File: src/hdl/fkc_pkg.sv
`default_nettype none
package fkc_pkg;

  localparam int unsigned OpW = 3;
  localparam int unsigned KindW = 3;
  localparam int unsigned FrameW = 21;
  localparam int unsigned HandleW = 32;
  localparam int unsigned StripW = 32;
  localparam int unsigned KeyW = 32;
  localparam int unsigned ViewW = 4;
  localparam int unsigned DimW = 16;
  localparam int unsigned CfgIdxW = 3;
  localparam int unsigned CfgDataW = 21;
  // distance score needs two more bits than a frame
  localparam int unsigned ScoreW = FrameW + 2;

  typedef enum logic [OpW-1:0] {
    OP_GET   = 3'd0,
    OP_PUT   = 3'd1,
    OP_INVAL = 3'd2,
    OP_CLEAR = 3'd3,
    OP_EVICT = 3'd4,
    OP_NOP   = 3'd7
  } op_e;

  typedef enum logic [KindW-1:0] {
    K_HIT      = 3'd0,
    K_MISS     = 3'd1,
    K_RELEASED = 3'd2,
    K_STORED   = 3'd3,
    K_FULL     = 3'd4,
    K_NONE     = 3'd5,
    K_DONE     = 3'd6
  } kind_e;

  typedef enum logic [CfgIdxW-1:0] {
    CFG_CURRENT     = 3'd0,
    CFG_RANGE_START = 3'd1,
    CFG_RANGE_END   = 3'd2,
    CFG_GUARD_FIRST = 3'd3,
    CFG_GUARD_LAST  = 3'd4,
    CFG_GUARD_EN    = 3'd5
  } cfg_e;

  // one classified request passed from front to back
  typedef struct packed {
    logic [OpW-1:0]     opcode;
    logic               bypass;
    logic [StripW-1:0]  strip_id;
    logic [KeyW-1:0]    src_key;
    logic [ViewW-1:0]   view_number;
    logic [FrameW-1:0]  frame_position;
    logic               check_size;
    logic [HandleW-1:0] image_handle;
    logic [DimW-1:0]    width;
    logic [DimW-1:0]    height;
  } req_t;

  // one result item
  typedef struct packed {
    logic [KindW-1:0]   kind;
    logic [HandleW-1:0] handle;
    logic               last;
  } res_t;

  // eviction settings
  typedef struct packed {
    logic [FrameW-1:0] current_frame;
    logic [FrameW-1:0] range_start;
    logic [FrameW-1:0] range_end;
    logic [FrameW-1:0] guard_first;
    logic [FrameW-1:0] guard_last;
    logic              guard_enable;
  } cfg_t;

endpackage
`default_nettype wire

File: src/hdl/fkc_front.sv
`default_nettype none
module fkc_front (
  input  wire logic clk_i,
  input  wire logic rst_ni,
  input  wire logic valid_i,
  output logic      ready_o,
  input  wire logic [fkc_pkg::OpW-1:0]     opcode_i,
  input  wire logic                        bypass_i,
  input  wire logic [fkc_pkg::StripW-1:0]  strip_id_i,
  input  wire logic [fkc_pkg::KeyW-1:0]    src_key_i,
  input  wire logic [fkc_pkg::ViewW-1:0]   view_number_i,
  input  wire logic [fkc_pkg::FrameW-1:0]  frame_position_i,
  input  wire logic                        check_size_i,
  input  wire logic [fkc_pkg::HandleW-1:0] image_handle_i,
  input  wire logic [fkc_pkg::DimW-1:0]    width_i,
  input  wire logic [fkc_pkg::DimW-1:0]    height_i,
  output logic      req_valid_o,
  input  wire logic req_ready_i,
  output fkc_pkg::req_t req_o
);
  import fkc_pkg::*;

  // input register; normalizes trivial requests to unused opcode
  logic req_valid_q;
  req_t req_q, req_d;

  assign ready_o     = !req_valid_q || req_ready_i;
  assign req_valid_o = req_valid_q;
  assign req_o       = req_q;

  always_comb begin
    req_d.opcode         = opcode_i;
    req_d.bypass         = bypass_i;
    req_d.strip_id       = strip_id_i;
    req_d.src_key        = src_key_i;
    req_d.view_number    = view_number_i;
    req_d.frame_position = frame_position_i;
    req_d.check_size     = check_size_i;
    req_d.image_handle   = image_handle_i;
    req_d.width          = width_i;
    req_d.height         = height_i;
    // bypassed put or null handle: answer done without touching the table
    if (opcode_i == OP_PUT && (bypass_i || image_handle_i == '0)) begin
      req_d.opcode = OP_NOP;
    end
  end

  always_ff @(posedge clk_i or negedge rst_ni) begin
    if (!rst_ni) begin
      req_valid_q <= 1'b0;
    end else if (ready_o) begin
      req_valid_q <= valid_i;
    end
  end

  always_ff @(posedge clk_i) begin
    if (ready_o && valid_i) begin
      req_q <= req_d;
    end
  end
endmodule
`default_nettype wire

File: config.mk
export PLATFORM = sky130hd
export DESIGN_NAME = fkc_front
export DESIGN_NICKNAME = d
export VERILOG_FILES = /design/src/hdl/fkc_pkg.sv /design/src/hdl/fkc_front.sv
export SDC_FILE = /design/constraint.sdc
export NUM_CORES = 1
export LEC_CHECK = 0
export BUFFER_PORTS_ARGS = -buffer_cell sky130_fd_sc_hd__buf_4
export CAP_MARGIN = 10
export CORE_AREA = 3 3 123 125
export DETAILED_ROUTE_END_ITERATION = 10
export DIE_AREA = 0 0 126 128
export PLACE_DENSITY = 0.79
export SKIP_CTS_REPAIR_TIMING = 1
export SYNTH_ARGS = -nofsm -noshare
export SYNTH_HDL_FRONTEND = slang
export SYNTH_SLANG_ARGS = --single-unit
File: constraint.sdc
create_clock -name clk_i -period 5.5 [get_ports clk_i]
set_input_delay 1.1 -clock clk_i [delete_from_list [all_inputs] [get_ports clk_i]]
set_output_delay 1.1 -clock clk_i [all_outputs]
set_load 0.01 [all_outputs]
; Word-level counts from Yosys, hierarchy flattened
; Cells that the tools add are included.
[totals]
reg_bits = 159
inputBits = 162
out_inout_bits = 160
[op_classes]
eq_ne = 1
reduce_logical = 6
[ops]
columns = operator, n
row1 = $logic_not A32 Y1, 1
row2 = $eq A3 B1 Y1 const B, 1
row3 = $logic_and A1 B1 Y1, 2
row4 = $logic_or A1 B1 Y1, 2
row5 = $logic_not A1 Y1, 1

; Longest topological paths before layout
; Gate-level depths: netlist of the first run.
[logic_depth]
ltp_word = 3
depth_mapped = 3
mapped_depth_nobuf = 3

; Worst setup path before layout of the first run
; OpenSTA, ideal clock, no wires.
[synth_path]
kind = input-to-reg
from = input req_ready_i
to = register req_q, in the netlist req_o[0] (enable)
arrival_time_ns = 4.935
required_time_ns = 4.963
path_slack_ns = 0.028
path_stages = 2
n_path_buf = 0
path_cell_list = nand2b_1 > and2_1
[synth_between]
elab_chain_len = 2
[synth_lines]
columns = item, line
row1 = "start, declared", fkc_front.sv:18  ; input wire logic req_ready_i,
row2 = $logic_or A1 B1 Y1, fkc_front.sv:27  ; assign ready_o = !req_valid_q || req_ready_i;
row3 = $logic_and A1 B1 Y1, fkc_front.sv:57  ; if (ready_o && valid_i) begin
row4 = "end signal, assigned", fkc_front.sv:58  ; req_q <= req_d;
row5 = "end, declared", fkc_front.sv:25  ; req_t req_q, req_d;
; Every way passes these cells.
; A chain may end at the register's enable or synchronous reset.

; Worst setup path after layout of the first run
[layout_path]
from = input req_ready_i
to = output ready_o
[layout_between]
elab_chain_len = 1
[layout_lines]
columns = item, line
row1 = $logic_or A1 B1 Y1, fkc_front.sv:27
row2 = "end, declared", fkc_front.sv:6  ; output logic ready_o,
; Every way passes these cells.

==> flow_summary.json, run 1 <==
{
  "gp_congestion": 0.811,
  "nNetsFinal": 682,
  "h-tree-depth": 4,
  "final.setup.tns_ns": 0,
  "cp-startpoint": "req_ready_i",
  "die_w_um": 126,
  "path_cells": "buf_4 -> nand2b_1 -> buf_4",
  "design_area_mm2": 0.00809,
  "yosysTopAreaCellShare": 0.964,
  "synthFlopType": "edfxtp_1",
  "cp_max_fo": 3,
  "totalWireLength_um": 13100,
  "grt_pass1_vias": 3324,
  "die-area_mm2": 0.0161,
  "hold_class": "input port to asynchronous set/reset pin",
  "area_growth_pct": 64.3,
  "required_ns": 4.40,
  "cts_tree": "done",
  "cts_root_buf": "clkbuf_16",
  "routedWlPerCell_um": 18.4,
  "clk_latency_ns": 0.41,
  "yosysSeqAreaShare": 0.969,
  "fin_skew_ns": 0.0116,
  "num_rows": 43,
  "min_period_ns": 2.63,
  "finalSetupViolCount": 0,
  "cpMostUsedCell": "buf_4",
  "synth-edff-count": 158,
  "p_per_area_mw_per_mm2": 337,
  "ys_seq_elements": 159,
  "cts_buffer_depth": 2,
  "track_usage": 0.159,
  "outcome": "finished clean",
  "rsz0062_at_grt": "false",
  "hold_viol": 0,
  "crit_type": "input port to output port",
  "core_mm2": 0.0140,
  "yosys-top-cells-count": "edfxtp_1, nor4_1, nor4_2, inv_1",
  "grt_max_degree": 84,
  "fin_crit_sh": 0.478,
  "cp.arrival_ns": 1.53,
  "antenna_cells": 0,
  "ir_worst_vdd_v": 0.000173,
  "netlist_top_cells_area": "edfxtp_1, nor4_2, dfrtp_1",
  "startpoint_type": "input port",
  "drt_iter0_drc": 164,
  "synth_top_area_cell": "edfxtp_1",
  "boundaryPins": 322,
  "die_h_um": 128,
  "synth_nets": 342,
  "cts_buffers": 17,
  "drc": 0,
  "synth.most_common_cell": "edfxtp_1",
  "synth_area_per_cell_um2": 27.3,
  "multi_input_area_um2": 139,
  "finalMaxSlewViolations": 0,
  "port_buffers": 321,
  "ant_nets": 0,
  "critPathMaxStageDelay_ns": 0.16,
  "reg2reg_depth": 3,
  "async_flop_share": 0.00629,
  "grt_remaining_overflow": 0,
  "relSlewSlack": 0.292,
  "cp-endpoint": "ready_o",
  "first_pass_iters": 4,
  "synth_cell_type_count": 11,
  "cts.sinks": 159,
  "vias": 3110,
  "regArea_mm2": 0.00477,
  "synth_cells": 180,
  "vias_per_cell": 4.38,
  "grt_pass1_wl_um": 18600,
  "drive_gt1_frac": 0.660,
  "cap_violations": 0,
  "p_leak_nw": 3.35,
  "timing.rr.end": "req_o[13]",
  "synth_warnings": 0,
  "cts.reportedPaths.clkPinSlew_ns": 0.06,
  "crit_slowest_cell": "nand2b_1",
  "fmax_ghz": 0.381,
  "start_util": 0.352,
  "crit_path_end_kind": "output port",
  "antenna_found_initial": 0,
  "rrSetupSlack_ns": 3.29,
  "synthesis.area_mm2": 0.00492,
  "placed_cell_area_mm2": 0.00757,
  "tightest_slew_ns": 1.06,
  "hpwlAfterDp_um": 10200,
  "num-fill-cells": 1084,
  "r2r_start": "req_valid_o"
}
[flip-flops by register name, indices dropped and copies added, names as in the netlist]
register,cells
req_o,158
req_valid_o,1
[layout by cell type (no fill, tap or decap)]
| cell | Yosys | layout |
|---|---|---|
| clkinv_1 | 0 | 2 |
| nand2b_1 | 2 | 2 |
| and2_4 | 0 | 1 |
| clkbuf_16 | 0 | 17 |
| inv_1 | 3 | 3 |
| clkbuf_1 | 1 | 4 |
| buf_4 | 0 | 321 |
| dfrtp_1 | 1 | 1 |
| bufinv_16 | 0 | 1 |
| buf_12 | 0 | 1 |
| nand4_1 | 2 | 2 |
| clkinv_4 | 0 | 2 |
| nor4_2 | 4 | 4 |
| nor4_1 | 4 | 4 |
| edfxtp_1 | 158 | 158 |
| clkinv_2 | 0 | 3 |
| o41ai_1 | 2 | 2 |
| a31oi_1 | 2 | 2 |
[metrics by stage]
step           instances  worst slack, ns  power, mW  utilization  hold WS, ns
3_3_place_gp         681             2.54       1.72        0.542        0.534
5_1_grt              710             2.74       2.84        0.578        0.424
6_report             710             2.87       2.73        0.578        0.447
2_1_floorplan        180           0.0278       1.53            -        0.622
3_5_place_dp         681             2.45       1.73        0.542        0.547
4_1_cts              710             2.87       2.77        0.578        0.423
[layer usage]
| layer | global-route usage | up-vias | share of wire |
|---|---|---|---|
| met5 | 0 | - | 0 |
| met4 | 0.0757 | 0 | 0.020 |
| met3 | 0.0721 | 17 | 0.10 |
| met2 | 0.273 | 202 | 0.53 |
| met1 | 0.166 | 1471 | 0.35 |
| li1 | - | 1420 | - |
[where the power goes]
| part | switching [mW] | leakage (nW) | internal (mW) |
|---|---|---|---|
| Clock | 0.421 | 0.251 | 0.609 |
| Sequential | 0.0194 | 1.52 | 1.42 |
| Combinational | 0.114 | 1.59 | 0.148 |
[cells by family (layout without fill, tap and decap cells)]
group                  count (synthesis)  in the layout  synth area share
buffers and inverters                  4            354           0.00305
AOI/OAI and AO/OA                      4              4           0.00610
DFF                                  159            159             0.969
and+or+nand+nor                       13             13            0.0216
[worst min-delay path by stage]
| stage | startpoint | to |
|---|---|---|
| 6_report | rst_ni | req_valid_o |
| 5_1_grt | rst_ni | req_valid_o |
| 4_1_cts | rst_ni | req_valid_o |
| 3_5_place_dp | req_valid_o | req_valid_o |
| 3_3_place_gp | req_valid_o | req_valid_o |
| 2_1_floorplan | req_valid_o | req_valid_o |
[layout make-up]
class                   count  share of cell area
well taps                 180              0.0279
flip-flops and latches    159               0.590
inverters                   3             0.00139
clock inverters             8             0.00867
clock buffers              21              0.0545
multi-input cells          17              0.0172
repair buffers            322               0.301
[worst max-delay path, delay by kind of cell]
family	cells	cell delay [ns]
simple gates	1	0.16
buf+inv	2	0.27
Power figures use the tool's default switching activity.
==> inputs of run 2 (changes only) <==
clock period = 2.5 ns   (was 5.5 ns; I/O delays follow)
==> run 2 against run 1 <==
Net effect: sequential power is 120% higher; hold slack worse by 0.19 ns; sequential share of layout area is 1.2 points lower; global-route usage is 0.056 points lower; worst setup slack worse by 1.9 ns; cell count is 0.42% higher; power is 140% higher; sequential cell count stayed put; utilization is 1.2 points higher; critical endpoint is now req_o[92]; highest routed layer unchanged.
==> flow_summary.json, run 2 (same netlist as run 1, synthesis figures left out) <==
{
  "crit_type": "flip-flop to flip-flop",
  "min_period_ns": 1.56,
  "cap_violations": 0,
  "relSlewSlack": 0.651,
  "finalMaxSlewViolations": 0,
  "cts_tree": "done",
  "cp_num_buf_inv": 1,
  "rsz0062_at_grt": "false",
  "vias": 3118,
  "cts_buffers": 17,
  "cts_root_buf": "clkbuf_16",
  "antenna_cells": 0,
  "port_buffers": 321,
  "totalWireLength_um": 13200,
  "fin_crit_sh": 0.626,
  "die_w_um": 126,
  "h-tree-depth": 4,
  "fmax_ghz": 0.639,
  "grt_max_degree": 75,
  "cts.reportedPaths.clkPinSlew_ns": 0.06,
  "finalSetupViolCount": 0,
  "placed_cell_area_mm2": 0.00759,
  "crit_slowest_cell": "dfrtp_1",
  "tightest_slew_ns": 0.519,
  "p_per_area_mw_per_mm2": 794,
  "required_ns": 2.57,
  "grt_remaining_overflow": 0,
  "design_area_mm2": 0.00825,
  "start_util": 0.352,
  "area_growth_pct": 67.7,
  "cp.depth": 3,
  "startpoint_type": "flip-flop",
  "cts.sinks": 159,
  "drc": 0,
  "track_usage": 0.158,
  "clk_latency_ns": 0.41,
  "cp_top_family": "simple AND/OR/NAND/NOR gates",
  "outcome": "finished clean",
  "hold_viol": 0,
  "whs_path_depth": 1,
  "p_leak_nw": 3.43,
  "fin_skew_ns": 0.00796,
  "die_h_um": 128,
  "vias_per_cell": 4.37,
  "cp.arrival_ns": 1.63,
  "ant_nets": 0,
  "antenna_found_initial": 0,
  "num_rows": 43,
  "reg2reg_depth": 3,
  "core_mm2": 0.0140,
  "path_cells": "nand2b_1 -> and2_4 -> buf_12",
  "final.setup.tns_ns": 0,
  "timing.hold.ws_ns": 0.256,
  "nNetsFinal": 684,
  "drt_iter0_drc": 111,
  "gp_congestion": 0.839,
  "routedWlPerCell_um": 18.6,
  "final_common_cell": "buf_4",
  "first_pass_iters": 4,
  "ir_worst_vdd_v": 0.000481,
  "hold_class": "input port to flip-flop",
  "cp_max_fo": 74,
  "cts_buffer_depth": 2,
  "mostFrequentLayoutCells": "buf_4, edfxtp_1, clkbuf_16",
  "boundaryPins": 322,
  "largest_register_ffs": 158,
  "critPathMaxStageDelay_ns": 0.38,
  "crit_path_end_kind": "flip-flop",
  "drive_gt1_frac": 0.668,
  "grt_pass1_wl_um": 18700,
  "die-area_mm2": 0.0161,
  "grt_pass1_vias": 3341
}
run 2: changes by cell type in the layout (fill, tap and decap cells not counted), sizes merged, moves of 2 or more:
cell	previous run	this run
bufinv	1	6
clkbuf	21	19
clkinv	7	2
clkinvlp	0	2
run 2: per-stage QoR:
stage	setup WS [ns]	power [mW]	util	instances
after global routing	0.854	6.79	0.590	713
after detailed placement	0.622	3.80	0.543	682
after floorplan	0.226	3.34	-	180
after global placement	0.722	3.78	0.543	682
after CTS	0.940	6.63	0.589	712
final	0.935	6.55	0.590	713
run 2: where the power goes:
group / leakage, nW / switching [mW] / total [mW] / internal [mW]
clock: 0.309 / 0.953 / 2.81 / 1.86
combinational: 1.60 / 0.252 / 0.584 / 0.332
sequential: 1.52 / 0.0433 / 3.16 / 3.11
run 2: worst paths after layout:
kind	from	to	slack [ns]
max in group asynchronous	rst_ni	req_valid_o	2.02
min in group asynchronous	rst_ni	req_valid_o	0.40
hold / removal	src_key_i[17]	req_o[107]	0.26
setup / recovery	req_valid_o	req_o[92]	0.94
setup reg to reg	req_valid_o	req_o[92]	0.94
hold reg to reg	req_valid_o	req_valid_o	0.55
run 2: worst reg2reg max path, stage by stage, from the launching register on:
cell,delay [ns]
dfrtp_1,0.38
nand2b_1,0.11
and2_4,0.30
buf_12,0.35
run 2: layer usage:
metal	GRT usage	wire length [um]	up-vias
li1	-	-	1424
met1	0.164	4630	1485
met2	0.279	7090	192
met3	0.0796	1300	17
met4	0.0524	217	0
met5	0	0	-
run 2: layout make-up:
class	count	area (um2)
repair buffers	324	2460
inverters	3	11.3
clock inverters	11	214
multi-input cells	17	139
well taps	180	225
clock buffers	19	433
flip-flops and latches	159	4770
fillers	1084	5740
